File: config.mk
export PLATFORM = sky130hd
export DESIGN_NAME = grc_queue
export DESIGN_NICKNAME = d
export VERILOG_FILES = /design/src/hw/rtl/grc_pkg.sv /design/src/hw/rtl/grc_queue.sv
export SDC_FILE = /design/constraint.sdc
export NUM_CORES = 1
export LEC_CHECK = 0
export BUFFER_PORTS_ARGS = -buffer_cell sky130_fd_sc_hd__buf_2
export CAP_MARGIN = 10
export CELL_PAD_IN_SITES_DETAIL_PLACEMENT = 1
export CELL_PAD_IN_SITES_GLOBAL_PLACEMENT = 2
export CORE_ASPECT_RATIO = 1.5
export CORE_UTILIZATION = 40
export CTS_BUF_LIST = sky130_fd_sc_hd__clkbuf_8
export DETAILED_ROUTE_END_ITERATION = 10
export HOLD_SLACK_MARGIN = 0.1
export PLACE_DENSITY_LB_ADDON = 0.05
export SYNTH_ARGS = -nofsm -noshare
export SYNTH_HDL_FRONTEND = slang
export SYNTH_SLANG_ARGS = --single-unit
File: constraint.sdc
create_clock -name clk -period 4.4 [get_ports clk]
set_input_delay 0.88 -clock clk [delete_from_list [all_inputs] [get_ports clk]]
set_output_delay 0.88 -clock clk [all_outputs]
set_load 0.005 [all_outputs]
File: src/hw/rtl/grc_pkg.sv
// ----------------------------------------------------------------------------
// grc_pkg: shared types for the grid ray coverage counter
// Opcodes, register indexes, item and command records, queue status.
// ----------------------------------------------------------------------------
package grc_pkg;

	// linear index width: covers y * width + x for any 11-bit register pattern
	localparam int IDX_W = 22;

	localparam int QUEUE_DEPTH = 2;
	localparam int QPTR_W = $clog2(QUEUE_DEPTH);

	typedef enum logic [1:0] {
		OP_WRITE = 2'd0,
		OP_PROBE = 2'd1,
		OP_CLEAR = 2'd2
	} op_t;

	typedef enum logic [1:0] {
		CFG_GRID_WIDTH  = 2'd0,
		CFG_GRID_HEIGHT = 2'd1,
		CFG_CELL_COUNT  = 2'd2
	} cfg_idx_t;

	typedef enum logic [1:0] {
		CLS_FREE_PERIM = 2'd0,
		CLS_OCC_PERIM  = 2'd1,
		CLS_TARGET     = 2'd2,
		CLS_BLOCKING   = 2'd3
	} cell_cls_t;

	typedef enum logic {
		B_IDLE = 1'b0,
		B_EXEC = 1'b1
	} back_state_t;

	typedef struct packed {
		logic [10:0] grid_width;
		logic [10:0] grid_height;
		logic [16:0] cell_count;
	} cfg_t;

	typedef struct packed {
		logic [1:0]  op;
		logic [15:0] cell_index;
		logic [1:0]  cell_class;
		logic        cell_covered;
		logic [9:0]  sensor_x;
		logic [9:0]  sensor_y;
		logic [9:0]  offset_x;
		logic [9:0]  offset_y;
		logic        ray_last;
		logic        sweep_last;
		logic        commit;
		logic [15:0] site_id;
	} item_t;

	// classified command handed from front to back
	typedef struct packed {
		logic [1:0]       op;
		logic [IDX_W-1:0] idx;
		logic             oob;
		logic [15:0]      cell_index;
		logic [1:0]       cell_class;
		logic             cell_covered;
		logic             ray_last;
		logic             sweep_last;
		logic             commit;
		logic [15:0]      site_id;
	} cmd_t;

	typedef struct packed {
		logic full;
		logic empty;
	} q_stat_t;

endpackage

File: src/hw/rtl/grc_queue.sv
// ----------------------------------------------------------------------------
// grc_queue: command queue between front and back
// Small circular buffer; lets either side stall on its own.
// ----------------------------------------------------------------------------
module grc_queue import grc_pkg::*; (
	input  logic    clk,
	input  logic    arst_n,
	input  logic    push,
	input  cmd_t    push_cmd,
	input  logic    pop,
	output cmd_t    head,
	output q_stat_t qstat
);

	cmd_t              buf_q [QUEUE_DEPTH];
	logic [QPTR_W-1:0] wp_q, rp_q;
	logic [QPTR_W:0]   cnt_q;

	assign head        = buf_q[rp_q];
	assign qstat.full  = (cnt_q == (QPTR_W+1)'(QUEUE_DEPTH));
	assign qstat.empty = (cnt_q == '0);

	always_ff @(posedge clk or negedge arst_n) begin
		if (!arst_n) begin
			wp_q  <= '0;
			rp_q  <= '0;
			cnt_q <= '0;
		end else begin
			if (push)
				wp_q <= wp_q + QPTR_W'(1);
			if (pop)
				rp_q <= rp_q + QPTR_W'(1);
			if (push && !pop)
				cnt_q <= cnt_q + (QPTR_W+1)'(1);
			else if (pop && !push)
				cnt_q <= cnt_q - (QPTR_W+1)'(1);
		end
	end

	always_ff @(posedge clk) begin
		if (push)
			buf_q[wp_q] <= push_cmd;
	end

endmodule

==> metrics.txt <==
Worst VDD drop=~0.41 mV; status=completed; Worst setup EP type=output pin; Met3 Wirelength=~550 µm; vias per cell=around 4.6; cell taking the most area after synthesis=edfxtp_1; final worst-path cycle share=approximately 70%; met2 WL=4800 µm; Skew-Pair Late Insertion Delay=about 0.40 ns; Routed WL=roughly 8700 µm; initial core utilization=between 40% and 50%; vias in the first global route=around 2700; max-cap viol count=0; pre-CTS setup slack=around 1.7 ns; Clock Path Buffers=2; share of layout cells above drive strength 1=61.3%; TNS Setup=0 ns; number of enable flip-flop cells after synthesis=126; Pwr per Cell Area=a little over 600 mW/mm²; asr flop ratio synth=3.08%; CTS Hold Buffers Added=0; Fillers=approximately 1200; Slew Limit Fails=0; Iter 0 DRT Violations=67; Leak=approximately 2.5 nW; Worst-path clk slew=approximately 0.07 ns; TritonRoute pass-1 iters=4; H-Tree Depth=4; Finished Core Util=50.6%; CTS Buf Count=17; die height=between 100 and 150 µm; final setup fails=0; RSZ-0062 raised after global routing=false; largest fanout on the critical path=38; register bit total from synthesis=130; Buf/Inv on CP=2; post-layout instance area=between 0.006 and 0.007 mm²; CP max stage cell=dfrtp_4; via count=2415; setup ws final=between 1 and 1.5 ns; critical path's top delay family=flip-flops; IO buf count=roughly 130; Tmin final=3.08 ns; synth warn=0; cells after synthesis=roughly 210; Mean Syn Cell Area=between 20 and 25 µm²; IO Pins=between 100 and 150; antenna violations before repair=0; total clock sinks=130; first-pass GRT wire length=between 10000 and 15000 µm; row cnt=~50; Peak Freq=325 MHz; Antenna Nets Post-Route=0; drc violations=0; syn_nets=280; Unique masters post-synth=13; Core Region=between 0.01 and 0.015 mm²; Clock Skews=0.00554 ns; slowest stage delay, CP=0.89 ns; post-cts sizing count=0; CTS tree=yes; Synth area leaders=edfxtp_1 75%, mux2_4 18%, buf_12 2.4%; Antenna Cells=0; register area share after synthesis=a little under 80%; WL/cell=16.6 µm; Total Power=between 3 and 4 mW; Final Hold Fails=0; GRT Total Usage=between 10% and 20%; Post-synth top cells=126 x edfxtp_1, 59 x mux2_4, 6 x buf_12; post-synth top area share=75.2%; DP Area=approximately 0.0058 mm²; highest routed layer=met4; postcts setup bufs=0; Post-Syn Area=0.00503 mm²; Die X-Extent=~94 µm; top_reg_cell synth=edfxtp_1; Worst EP required=3.52 ns; Max-slew headroom=37.5%; area added between synthesis and finish=22.1%; Crit Path Class=reg -> out; post-DP HPWL=around 5800 µm; critical-path cell list=buf_4, mux2_4, buf_2; routed metal-1 wire length=roughly 3300 µm; largest net degree at the start of global routing=39; worst hold path type=in -> async; Startpoint Class=flip-flop; gr ovfl total=0; Final #Nets=between 400 and 500; CTS Root Buffer Type=clkbuf_8; count leader, synth=edfxtp_1; die footprint=around 0.013 mm²; routability cong.=0.694; slew at the pin closest to its max-slew limit=0.936 ns; CP arrival=2.20 ns
cells in the final DEF (no fill, tap or decap), types with 2 or more instances in the layout:
master	synthesis	final
xor2_1	4	4
clkinv_2	0	3
buf_2	0	131
edfxtp_1	126	126
clkinv_1	0	3
nor2_1	2	2
clkbuf_8	0	17
clkinvlp_4	0	5
buf_4	0	4
inv_1	1	3
mux2_2	4	4
dfrtp_1	4	3
mux2_4	59	59
metrics by stage:
stage,hold WS [ns],instances
finish,0.269,525
global route,0.237,525
CTS,0.238,525
detailed placement,0.489,494
global placement,0.479,494
floorplan,0.455,212
worst paths after layout:
path | start | end | slack, ns | depth (start not counted)
setup / recovery | rp_q | head[51] | 1.32 | 3
hold / removal | arst_n | cnt_q[0] | 0.27 | 1
setup reg to reg | wp_q | buf_q[1][25] | 2.42 | 2
hold reg to reg | cnt_q[1] | cnt_q[1] | 0.50 | 1
max in group asynchronous | arst_n | rp_q | 3.99 | 1
min in group clk | cnt_q[1] | cnt_q[1] | 0.50 | 1
sequential cells by signal, summed over array words and instances (netlist names):
register / flops
buf_q: 126
cnt_q: 2
wp_q: 1
rp_q: 1
layer usage:
metal	vias to the layer above	GRT usage (%)
li1	1131	-
met1	1194	14.9
met2	84	25.5
met3	6	4.81
met4	0	5.59
met5	-	0
cell families after synthesis:
group / Yosys count / share of synthesized area, %
buffers and inverters: 8 / 2.69
adders and majority gates: 1 / 0.249
and+or+nand+nor: 5 / 0.522
muxes: 63 / 18.5
xor gates and xnor gates: 5 / 0.870
DFF: 130 / 77.2
layout make-up:
class	instances	area [µm²]	area share [%]
clock inverters	14	101	1.65
inverters	1	3.75	0.0611
multi-input cells	74	1020	16.6
clock buffers	17	234	3.81
repair buffers	136	706	11.5
well taps	153	191	3.11
flip-flops and latches	130	3890	63.3
report_power, final:
group	switching [mW]	leakage, nW	internal [mW]	total [mW]
registers	0.161	1.23	1.65	1.81
logic	0.426	1.10	0.632	1.06
clock network	0.416	0.164	0.428	0.845
total	1.00	2.49	2.71	3.71
No activity file was read; power rests on OpenSTA's default activity.
