## src/hw/rtl/grc_pkg.sv

```systemverilog
// ----------------------------------------------------------------------------
// grc_pkg: shared types for the grid ray coverage counter
// Opcodes, register indexes, item and command records, queue status.
// ----------------------------------------------------------------------------
package grc_pkg;

	// linear index width: covers y * width + x for any 11-bit register pattern
	localparam int IDX_W = 22;

	localparam int QUEUE_DEPTH = 2;
	localparam int QPTR_W = $clog2(QUEUE_DEPTH);

	typedef enum logic [1:0] {
		OP_WRITE = 2'd0,
		OP_PROBE = 2'd1,
		OP_CLEAR = 2'd2
	} op_t;

	typedef enum logic [1:0] {
		CFG_GRID_WIDTH  = 2'd0,
		CFG_GRID_HEIGHT = 2'd1,
		CFG_CELL_COUNT  = 2'd2
	} cfg_idx_t;

	typedef enum logic [1:0] {
		CLS_FREE_PERIM = 2'd0,
		CLS_OCC_PERIM  = 2'd1,
		CLS_TARGET     = 2'd2,
		CLS_BLOCKING   = 2'd3
	} cell_cls_t;

	typedef enum logic {
		B_IDLE = 1'b0,
		B_EXEC = 1'b1
	} back_state_t;

	typedef struct packed {
		logic [10:0] grid_width;
		logic [10:0] grid_height;
		logic [16:0] cell_count;
	} cfg_t;

	typedef struct packed {
		logic [1:0]  op;
		logic [15:0] cell_index;
		logic [1:0]  cell_class;
		logic        cell_covered;
		logic [9:0]  sensor_x;
		logic [9:0]  sensor_y;
		logic [9:0]  offset_x;
		logic [9:0]  offset_y;
		logic        ray_last;
		logic        sweep_last;
		logic        commit;
		logic [15:0] site_id;
	} item_t;

	// classified command handed from front to back
	typedef struct packed {
		logic [1:0]       op;
		logic [IDX_W-1:0] idx;
		logic             oob;
		logic [15:0]      cell_index;
		logic [1:0]       cell_class;
		logic             cell_covered;
		logic             ray_last;
		logic             sweep_last;
		logic             commit;
		logic [15:0]      site_id;
	} cmd_t;

	typedef struct packed {
		logic full;
		logic empty;
	} q_stat_t;

endpackage

```

## src/hw/rtl/grc_front.sv

```systemverilog
// ----------------------------------------------------------------------------
// grc_front: input stage and ray cell classification
// Stage 1 forms cell coordinates and checks grid bounds, stage 2 forms the
// linear index and checks it against the store depth.
// ----------------------------------------------------------------------------
module grc_front import grc_pkg::*; #(
	parameter int GRID_CELLS = 65536
) (
	input  logic    clk,
	input  logic    arst_n,
	input  cfg_t    cfg,
	input  logic    in_valid,
	output logic    in_ready,
	input  item_t   item,
	input  q_stat_t qstat,
	output logic    push,
	output cmd_t    push_cmd
);

	localparam logic [IDX_W-1:0] CELLS_L = IDX_W'(GRID_CELLS);

	logic        v_s1, v_s2;
	logic        rdy_s1, rdy_s2;
	item_t       item_s1;
	logic [10:0] x_s1, y_s1;
	logic        oob_s1;
	cmd_t        cmd_s2;

	logic signed [11:0] x_full, y_full;
	logic               oob_now;
	logic [IDX_W-1:0]   prod, idx_now;

	// signed add of sensor position and offset
	assign x_full = $signed({2'b00, item.sensor_x})
		+ $signed({{2{item.offset_x[9]}}, item.offset_x});
	assign y_full = $signed({2'b00, item.sensor_y})
		+ $signed({{2{item.offset_y[9]}}, item.offset_y});

	assign oob_now = x_full[11] || y_full[11]
		|| (x_full[10:0] >= cfg.grid_width)
		|| (y_full[10:0] >= cfg.grid_height);

	assign prod    = IDX_W'(y_s1) * IDX_W'(cfg.grid_width);
	assign idx_now = prod + IDX_W'(x_s1);

	assign push   = v_s2 && !qstat.full;
	assign rdy_s2 = !v_s2 || !qstat.full;
	assign rdy_s1 = !v_s1 || rdy_s2;
	assign in_ready = rdy_s1;
	assign push_cmd = cmd_s2;

	always_ff @(posedge clk or negedge arst_n) begin
		if (!arst_n) begin
			v_s1 <= 1'b0;
			v_s2 <= 1'b0;
		end else begin
			if (rdy_s1)
				v_s1 <= in_valid;
			if (rdy_s2)
				v_s2 <= v_s1;
		end
	end

	always_ff @(posedge clk) begin
		if (rdy_s1 && in_valid) begin
			item_s1 <= item;
			x_s1    <= x_full[10:0];
			y_s1    <= y_full[10:0];
			oob_s1  <= oob_now;
		end
		if (rdy_s2 && v_s1) begin
			cmd_s2.op           <= item_s1.op;
			cmd_s2.idx          <= idx_now;
			cmd_s2.oob          <= oob_s1 || (idx_now >= CELLS_L);
			cmd_s2.cell_index   <= item_s1.cell_index;
			cmd_s2.cell_class   <= item_s1.cell_class;
			cmd_s2.cell_covered <= item_s1.cell_covered;
			cmd_s2.ray_last     <= item_s1.ray_last;
			cmd_s2.sweep_last   <= item_s1.sweep_last;
			cmd_s2.commit       <= item_s1.commit;
			cmd_s2.site_id      <= item_s1.site_id;
		end
	end

endmodule

```

## config.mk

```make
export PLATFORM = sky130hd
export DESIGN_NAME = grc_front
export DESIGN_NICKNAME = d
export VERILOG_FILES = /design/src/hw/rtl/grc_pkg.sv /design/src/hw/rtl/grc_front.sv
export SDC_FILE = /design/constraint.sdc
export NUM_CORES = 1
export LEC_CHECK = 0
export ABC_CLOCK_PERIOD_IN_PS = 6400
export BUFFER_PORTS_ARGS = -buffer_cell sky130_fd_sc_hd__buf_2
export CAP_MARGIN = 15
export CORE_MARGIN = 2
export CORE_UTILIZATION = 35
export DETAILED_ROUTE_END_ITERATION = 10
export PLACE_DENSITY_LB_ADDON = 0.25
export SLEW_MARGIN = 30
export SYNTH_ARGS = -nofsm -noshare
export SYNTH_HDL_FRONTEND = slang
export SYNTH_SLANG_ARGS = --single-unit
```

## constraint.sdc

```tcl
create_clock -name clk -period 6.4 [get_ports clk]
set_input_delay 1.28 -clock clk [delete_from_list [all_inputs] [get_ports clk]]
set_output_delay 1.28 -clock clk [all_outputs]
set_load 0.05 [all_outputs]
```

==> impl_metrics.yaml, run 1 <==
cells_and_area:
  finalNetCount: 1362
  final_cell_mix: "sky130_fd_sc_hd__buf_2 (164), sky130_fd_sc_hd__inv_1 (153), sky130_fd_sc_hd__edfxtp_1 (126)"
  antenna-diode-count: 0
  finish.utilization: 0.443
  layout_commonest_cell: "sky130_fd_sc_hd__buf_2"
  share_of_post_route_cells_with_drive_strength_above_1: 0.258
  layout-area-overhead-vs-synth_pct: 24.1
worst_hold_path:
  min_delay_worst_endpoint: "push_cmd[24]"
  hold_path.class: "flop to flop"
  worst_hold_path.num_cells: 0
  worstHoldStart: "item_s1[64]"
timing:
  final.setup_skew_ps: 12.2
  finalCritPeriodShare: 0.974
  period_needed_ps: 6230
  final-hold-violation-count: 0
  relSlewSlack: 0.446
  clock.fmax_ghz: 0.160
  maxSlewViolCount: 0
  timing_worst_slew_pin_value_ps: 831
  final_setup_violation_count: 0
  tns_ps: 0
power_and_ir_drop:
  power_frac_clock: 0.145
  power_density_nw_per_um2: 585
  pwr-share-seq: 0.185
  finalPower_mw: 6.98
  p_int_mw: 4.12
  switching_power_mw: 2.86
  ir_worst_vdd_v: 0.000411
  leakage_nw: 5.61
  proportion_of_total_power_due_to_net_switching: 0.409
  p_comb_frac: 0.670
floorplan:
  floorplan.die_area_um2: 28800
  num_rows: 60
  ios: 189
  die_width_um: 170
  initial_utilization: 0.357
  chipHeight_um: 170
  core-area_um2: 27000
global_route:
  largest_net_degree_at_the_start_of_global_routing: 64
  first_global_vias: 6425
  antenna_found_initial: 0
  global_route.overflow_total: 0
  first_pass_grt_wire_length_um: 31900
  grt.total_usage: 0.142
logic_synthesis:
  synth.cell_area_um2: 9610
  synth-seq-cells: 128
  synth_seq_area_share: 0.399
  synth_nets: 1148
  postSynthCellCount: 827
  synth.top_cell.area_share: 0.394
  asyncSetResetFlopFracSynth: 0.0156
  synth.lib_cells_used.distinct: 48
  top_cells_by_area_synth: "sky130_fd_sc_hd__edfxtp_1 (39%), sky130_fd_sc_hd__fa_1 (19%), sky130_fd_sc_hd__ha_1 (14%)"
  post_synth.cell_area_avg_um2: 11.6
  number_of_warnings_printed_during_yosys_synthesis: 0
  synth-edff-count: 126
  postSynth.topFlopCell: "sky130_fd_sc_hd__edfxtp_1"
  yosys.area.top_type: "sky130_fd_sc_hd__edfxtp_1"
status:
  run_status: "completed"
clocking:
  worstSkewPairLatency_ps: 420
  cts.reportedPaths.clkPinSlew_ps: 60
  cts_tree: "built"
  cts.hold.buffers_added: 0
  htreeDepth: 4
  clockRootBuffer: "sky130_fd_sc_hd__clkbuf_16"
  numCtsBuffers: 17
  clock-sinks: 128
  max-clock-path-buffers: 2
worst_setup_path:
  reg2regPathDepth: 18
  cp_data_arrival_time_ps: 6380
  timing.rr.end: "push_cmd[38]"
  timing.critical_path.mode_cell: "sky130_fd_sc_hd__fa_1"
  critical-path-slowest-cell: "sky130_fd_sc_hd__or4_1"
  critical_path.cell_chain: "buf_8 > buf_4 > nand2_1 > fa_1 > fa_1 > inv_1 > ha_1 > fa_1 > inv_1 > fa_1 > inv_1 > ha_4 > o211ai_1 > a21o_1 > a211o_1 > nand3_2 > a2111o_1 > o211ai_1 > or4_1 > or4_1"
  kind_of_end_point_of_the_critical_path: "flop"
  crit_path_start_kind: "input port"
  critical_path_peak_fanout: 7
  max_stage_delay_ps: 550
  path_class: "input port to flop"
  rrSetupSlack_ps: 500
  crit_reg_reg_startpoint: "y_s1[1]"
  worstPathRequired_ps: 6550
drt:
  drt_drc_violations_left: 0
  wire_per_inst_um: 13.9
  ant_nets: 0
  final_routed_wirelength_across_all_metal_layers_um: 19400
  drt_first_pass_iters: 4
  route.detailed.vias_per_inst: 4.52
  vias: 6310
  drt-initial-drc-count: 249
place:
  gp_routability_congestion: 0.823
  port_buffers: 170
  dpl.hpwl_um: 15400
run:
  cap_viol_max_count: 0
area by class of cell:
cell class                      count  area, um^2
Clock buffer                       18         429
Clock inverter                     14         181
Fill cell                        2557       15000
Inverter                          153         574
Multi-Input combinational cell    524        5250
Sequential cell                   128        3830
Tap cell                          341         427
Timing Repair Buffer              217        1240
cells in the mapped netlist, types with 7 or more instances:
cell type	number
sky130_fd_sc_hd__a21o_1	11
sky130_fd_sc_hd__a21oi_1	28
sky130_fd_sc_hd__and2_1	55
sky130_fd_sc_hd__clkbuf_1	22
sky130_fd_sc_hd__edfxtp_1	126
sky130_fd_sc_hd__fa_1	93
sky130_fd_sc_hd__ha_1	104
sky130_fd_sc_hd__inv_1	153
sky130_fd_sc_hd__nand2_1	79
sky130_fd_sc_hd__nor2_1	17
sky130_fd_sc_hd__nor2b_1	7
sky130_fd_sc_hd__o21a_1	10
sky130_fd_sc_hd__o21ai_0	19
sky130_fd_sc_hd__o21bai_1	7
sky130_fd_sc_hd__xnor2_1	18
sky130_fd_sc_hd__xor2_1	14
worst max path at each step:
stage | from | end | slack (ps) | cells after the start
2_1_floorplan | cfg[32] | push_cmd[38] | -60 | 19
3_3_place_gp | cfg[32] | push_cmd[38] | -430 | 18
3_5_place_dp | cfg[32] | push_cmd[38] | -440 | 19
4_1_cts | cfg[30] | push_cmd[38] | 10 | 20
5_1_grt | cfg[35] | push_cmd[38] | -5 | 20
6_report | cfg[32] | push_cmd[38] | 170 | 20
timing repair:
action | 4_1_cts | 5_1_grt
endpoints found under the setup margin | 1 | 1
pin swaps | 1 | 13
resized for setup | 1 | 28
buffers inserted | 0 | 3
power by group through the flow:
| stage | combinational (mW) | sequential [mW] | clock [mW] |
|---|---|---|---|
| 2_1_floorplan | 2.81 | 1.59 | 0 |
| 5_1_grt | 5.30 | 1.30 | 1.09 |
| 6_report | 4.68 | 1.29 | 1.01 |
| 3_3_place_gp | 4.44 | 1.30 | 0 |
| 3_5_place_dp | 4.47 | 1.31 | 0 |
| 4_1_cts | 4.51 | 1.29 | 1.05 |
registers in the layout, indices dropped and copies added, names as in the netlist:
name	flops
push_cmd	63
item_s1	40
x_s1	11
y_s1	11
oob_s1	1
v_s1	1
v_s2	1
critical path: cells and delay by family:
family | cells | cell delay (ps)
simple gates | 4 | 1120
buf+inv | 5 | 390
fa+ha+maj | 6 | 2700
compound gates | 5 | 870
metal layers:
metal	track usage	up-vias	part of all wire	wire length [um]
met3	0.0240	17	0.044	855
met1	0.195	2975	0.49	9440
li1	-	3164	-	-
met2	0.227	154	0.46	8880
met5	0	-	0	0
met4	0.0487	0	0.013	261
per-stage QoR:
step	setup slack (ps)	instances	hold slack [ps]	instance area, um^2
after floorplan	-56.0	827	400	9680
after global placement	-428	1360	401	11200
after detailed placement	-441	1360	405	11200
after CTS	9.75	1392	418	11800
after global routing	-4.65	1395	423	11900
final	169	1395	416	11900
cell families (layout without fill, tap and decap cells):
logic type,Yosys count,in the layout,synth area share
adders and majority gates,197,197,0.329
xor gates and xnor gates,32,32,0.0292
and+or+nand+nor,192,192,0.101
DFF,128,128,0.399
buffers and inverters,175,402,0.0683
AOI/OAI and AO/OA,103,103,0.0739
No activity file was read; power rests on OpenSTA's default activity.
==> inputs of run 2 (changes only) <==
GPL_TIMING_DRIVEN = 0   (was not set)
==> impl_metrics.yaml, run 2 (same netlist as run 1, synthesis figures left out) <==
drt:
  ant_nets: 0
  drt_drc_violations_left: 0
  drt_first_pass_iters: 5
  drt-initial-drc-count: 269
  route.detailed.vias_per_inst: 4.53
  final_routed_wirelength_across_all_metal_layers_um: 19300
  vias: 6225
  wire_per_inst_um: 14.1
global_route:
  antenna_found_initial: 0
  grt_util_met3: 0.0289
  grt.met2_usage: 0.217
  first_global_vias: 6228
  first_pass_grt_wire_length_um: 31400
  grt_busiest_layer: "met2"
  met1_usage: 0.190
  largest_net_degree_at_the_start_of_global_routing: 35
  grt.total_usage: 0.139
  global_route.overflow_total: 0
worst_setup_path:
  path_class: "input port to flop"
  kind_of_end_point_of_the_critical_path: "flop"
  worstPathRequired_ps: 6550
  crit_path_start_kind: "input port"
  cp_data_arrival_time_ps: 6480
  critical_path_peak_fanout: 12
power_and_ir_drop:
  power_frac_clock: 0.162
  p_comb_frac: 0.643
  switching_power_mw: 2.77
  power_density_nw_per_um2: 549
  ir_worst_vdd_v: 0.000465
  leakage_nw: 5.50
  pwr-share-seq: 0.195
  proportion_of_total_power_due_to_net_switching: 0.427
  p_int_mw: 3.71
cells_and_area:
  share_of_post_route_cells_with_drive_strength_above_1: 0.227
  layout-area-overhead-vs-synth_pct: 22.8
  finalNetCount: 1341
  largest_register_ffs: 63
  antenna-diode-count: 0
  final_cell_mix: "sky130_fd_sc_hd__buf_2 (161), sky130_fd_sc_hd__inv_1 (153), sky130_fd_sc_hd__edfxtp_1 (126)"
  layout_commonest_cell: "sky130_fd_sc_hd__buf_2"
  finish.utilization: 0.438
place:
  dpl.hpwl_um: 15600
  port_buffers: 170
  gp_routability_congestion: 0.857
floorplan:
  ios: 189
  die_width_um: 170
  core-area_um2: 27000
  chipHeight_um: 170
  num_rows: 60
  initial_utilization: 0.357
  floorplan.die_area_um2: 28800
timing:
  final-hold-violation-count: 0
  grt_setup_unrepaired: "yes"
  maxSlewViolCount: 0
  period_needed_ps: 6330
  clock.fmax_ghz: 0.158
  relSlewSlack: 0.625
  finalCritPeriodShare: 0.989
  timing_worst_slew_pin_value_ps: 561
  final.setup_skew_ps: 10.1
  final_setup_violation_count: 0
  tns_ps: 0
clocking:
  numCtsBuffers: 17
  max-clock-path-buffers: 2
  cts_tree: "built"
  cts.reportedPaths.clkPinSlew_ps: 60
  worstSkewPairLatency_ps: 410
  clockRootBuffer: "sky130_fd_sc_hd__clkbuf_16"
  htreeDepth: 4
  clock-sinks: 128
status:
  run_status: "completed"
worst_hold_path:
  hold_path.class: "flop to flop"
run:
  cap_viol_max_count: 0
run 2: cell count changes in the layout (fill, tap and decap cells not counted), sizes merged:
cell	delta
buf	-35
clkinv	+1
bufinv	+1
clkinvlp	-2
clkbuf	+14
run 2: worst max-delay path, cell delays in order:
cell                       delay [ps]
sky130_fd_sc_hd__clkbuf_4         200
sky130_fd_sc_hd__nand2_1           90
sky130_fd_sc_hd__fa_1             480
sky130_fd_sc_hd__fa_1             540
sky130_fd_sc_hd__inv_1             50
sky130_fd_sc_hd__fa_1             500
sky130_fd_sc_hd__fa_1             540
sky130_fd_sc_hd__inv_1             50
sky130_fd_sc_hd__fa_1             530
sky130_fd_sc_hd__inv_1             60
sky130_fd_sc_hd__ha_4             300
sky130_fd_sc_hd__a21o_1           150
sky130_fd_sc_hd__nor2b_1           60
sky130_fd_sc_hd__a211o_1          340
sky130_fd_sc_hd__nand3_2          110
sky130_fd_sc_hd__a2111o_1         130
sky130_fd_sc_hd__o211ai_1         110
sky130_fd_sc_hd__or4_1            550
sky130_fd_sc_hd__or4_1            400
run 2: stage by stage:
stage	cells	power (mW)	area [um^2]	worst slack [ps]	hold WS (ps)
5_1_grt	1374	7.11	11800	-162	421
2_1_floorplan	827	4.40	9680	-56.0	400
4_1_cts	1374	6.52	11800	15.2	416
3_3_place_gp	1338	5.16	11000	-630	400
6_report	1374	6.48	11800	71.3	415
3_5_place_dp	1342	5.19	11100	-689	405
run 2: layout make-up:
class | count | area, um^2
clock buffer | 18 | 429
timing repair buffer | 180 | 1010
tap | 341 | 427
fill | 2517 | 15100
clock inverter | 14 | 205
inverter | 153 | 574
buffer | 16 | 93.8
multi-input combinational | 524 | 5240
sequential | 128 | 3830
run 2: metal layers:
metal / routed length (um) / vias up
li1: - / 3121
met2: 8520 / 179
met3: 1130 / 20
met4: 392 / 0
met1: 9270 / 2905
met5: 0 / -
run 2: power groups by stage:
stage          logic (mW)  registers [mW]  clock network (mW)
6_report             4.17            1.26                1.05
2_1_floorplan        2.81            1.59                   0
5_1_grt              4.72            1.28                1.11
4_1_cts              4.17            1.26                1.08
3_3_place_gp         3.87            1.29                   0
3_5_place_dp         3.91            1.28                   0
run 2: path summary, 6_finish.rpt:
path                              from      endpoint  slack [ps]  depth (start not counted)
max                            cfg[36]  push_cmd[38]          70                         19
min                        item_s1[68]  push_cmd[28]         420                          0
max reg2reg                    y_s1[0]  push_cmd[38]         170                         19
min reg2reg                item_s1[68]  push_cmd[28]         420                          0
max in group asynchronous       arst_n          v_s2        5660                          1
min in group asynchronous       arst_n          v_s1         640                          1
run 2: timing repair:
item,in CTS,in global routing
gates resized for setup,10,15
setup buffers,6,0
hold buffers,0,0
pin swaps,5,5
hold endpoints to repair,0,0
setup endpoints to repair,1,1
==> inputs of run 3 (changes only) <==
CORE_ASPECT_RATIO = 2   (was not set)
SETUP_SLACK_MARGIN = 0.05   (was not set)
==> impl_metrics.yaml, run 3 (same netlist as run 1, synthesis figures left out) <==
cells_and_area:
  seq_area_um2: 3830
  layout.cell_area.non_filler_um2: 12100
  nFillCells: 2600
  final-instance-count-excl-fill: 1400
  finish.utilization: 0.449
  share_of_post_route_cells_with_drive_strength_above_1: 0.278
  multiInputGateArea_um2: 5350
  largest_register_ffs: 63
  finalNetCount: 1359
  layout-area-overhead-vs-synth_pct: 26.1
  layout_commonest_cell: "sky130_fd_sc_hd__buf_2"
  final_cell_mix: "sky130_fd_sc_hd__buf_2 (161), sky130_fd_sc_hd__inv_1 (143), sky130_fd_sc_hd__edfxtp_1 (126)"
floorplan:
  floorplan.die_area_um2: 28900
  initial_utilization: 0.356
  chipHeight_um: 238
  ios: 189
  die_width_um: 121
  core-area_um2: 27000
  num_rows: 85
timing:
  timing_worst_slew_pin_value_ps: 643
  grt_setup_unrepaired: "yes"
  final.setup_skew_ps: 10.4
  clock.fmax_ghz: 0.160
  finalWorstSetupSlack_ps: 164
  relSlewSlack: 0.571
  finalCritPeriodShare: 0.974
  final_setup_violation_count: 0
  period_needed_ps: 6240
  maxSlewViolCount: 0
  final-hold-violation-count: 0
  tns_ps: 0
clocking:
  htreeDepth: 4
  cts.reportedPaths.clkPinSlew_ps: 60
  worstSkewPairLatency_ps: 430
  clock-sinks: 128
  max-clock-path-buffers: 2
  numCtsBuffers: 17
  cts_tree: "built"
  clockRootBuffer: "sky130_fd_sc_hd__clkbuf_16"
place:
  port_buffers: 170
  placedCellCount: 1349
  placed_area_um2: 11100
  dpl_worst_slack_ps: -744
  dpl.hpwl_um: 17700
  gp_routability_congestion: 0.900
worst_setup_path:
  rrSetupSlack_ps: 260
  kind_of_end_point_of_the_critical_path: "flop"
  critical_path.cell_chain: "buf_6 > clkbuf_16 > buf_8 > nand2_2 > fa_2 > fa_2 > inv_2 > fa_1 > fa_1 > inv_2 > fa_1 > inv_2 > ha_4 > a2111oi_4 > a21boi_4 > o21ai_4 > a211oi_4 > xnor2_2 > or4_1 > or4_1"
  crit_path_start_kind: "input port"
  critical_path_peak_fanout: 7
  cp_top_family: "adder cells"
  path_class: "input port to flop"
  worstPathRequired_ps: 6560
  max_stage_delay_ps: 540
  critical_path_buf_inv_count: 6
  critical-path-slowest-cell: "sky130_fd_sc_hd__fa_1"
  cp_data_arrival_time_ps: 6400
drt:
  route.detailed.vias_per_inst: 4.67
  drt_first_pass_iters: 4
  final_routed_wirelength_across_all_metal_layers_um: 21800
  wire_per_inst_um: 15.5
  ant_nets: 0
  drt_drc_violations_left: 0
  vias: 6532
  drt-initial-drc-count: 267
worst_hold_path:
  hold_path.class: "flop to flop"
global_route:
  first_pass_grt_wire_length_um: 35200
  global_route.overflow_total: 0
  largest_net_degree_at_the_start_of_global_routing: 35
  grt.total_usage: 0.160
  antenna_found_initial: 1
  first_global_vias: 7171
run:
  cap_viol_max_count: 0
status:
  run_status: "completed"
power_and_ir_drop:
  leakage_nw: 5.65
  power_density_nw_per_um2: 572
  ir_worst_vdd_v: 0.000336
[run 3: repair_timing]
item                       CTS  global route
hold buffers                 0             0
setup endpoints to repair    1             1
pin swaps                   38            39
resized for setup           44            57
setup buffers               23             4
gates cloned                 0             1
[run 3: layout make-up]
| class | count | share of cell area |
|---|---|---|
| Clock inverter | 15 | 0.0122 |
| Tap cell | 348 | 0.0359 |
| Sequential cell | 128 | 0.316 |
| Timing Repair Buffer | 202 | 0.105 |
| Inverter | 153 | 0.0474 |
| Antenna cell | 1 | 0.000206 |
| Multi-Input combinational cell | 524 | 0.442 |
| Buffer | 12 | 0.00609 |
| Clock buffer | 17 | 0.0351 |
[run 3: per-stage QoR]
step	hold slack, ps	total power [mW]
4_1_cts	415	6.78
2_1_floorplan	400	4.40
6_report	415	6.94
3_5_place_dp	405	5.24
5_1_grt	418	7.57
3_3_place_gp	400	5.20
[run 3: report_power, final]
part	leakage (nW)	internal [mW]	switching, mW
Sequential	1.23	1.24	0.0307
Combinational	4.15	2.16	2.56
Clock	0.269	0.544	0.406
[run 3: per-layer routing]
layer	GRT usage	up-vias	share of wire
li1	-	3153	-
met5	0	-	0
met4	0.0672	0	0.029
met2	0.326	159	0.59
met3	0.0294	39	0.036
met1	0.149	3181	0.34
[run 3: path summary, 6_finish.rpt]
check,startpoint,to,cells after the start
min in group asynchronous,arst_n,v_s1,1
max,cfg[33],push_cmd[38],20
min reg2reg,item_s1[0],push_cmd[0],0
min,item_s1[0],push_cmd[0],0
max in group asynchronous,arst_n,v_s2,1
max reg2reg,y_s1[2],push_cmd[38],19
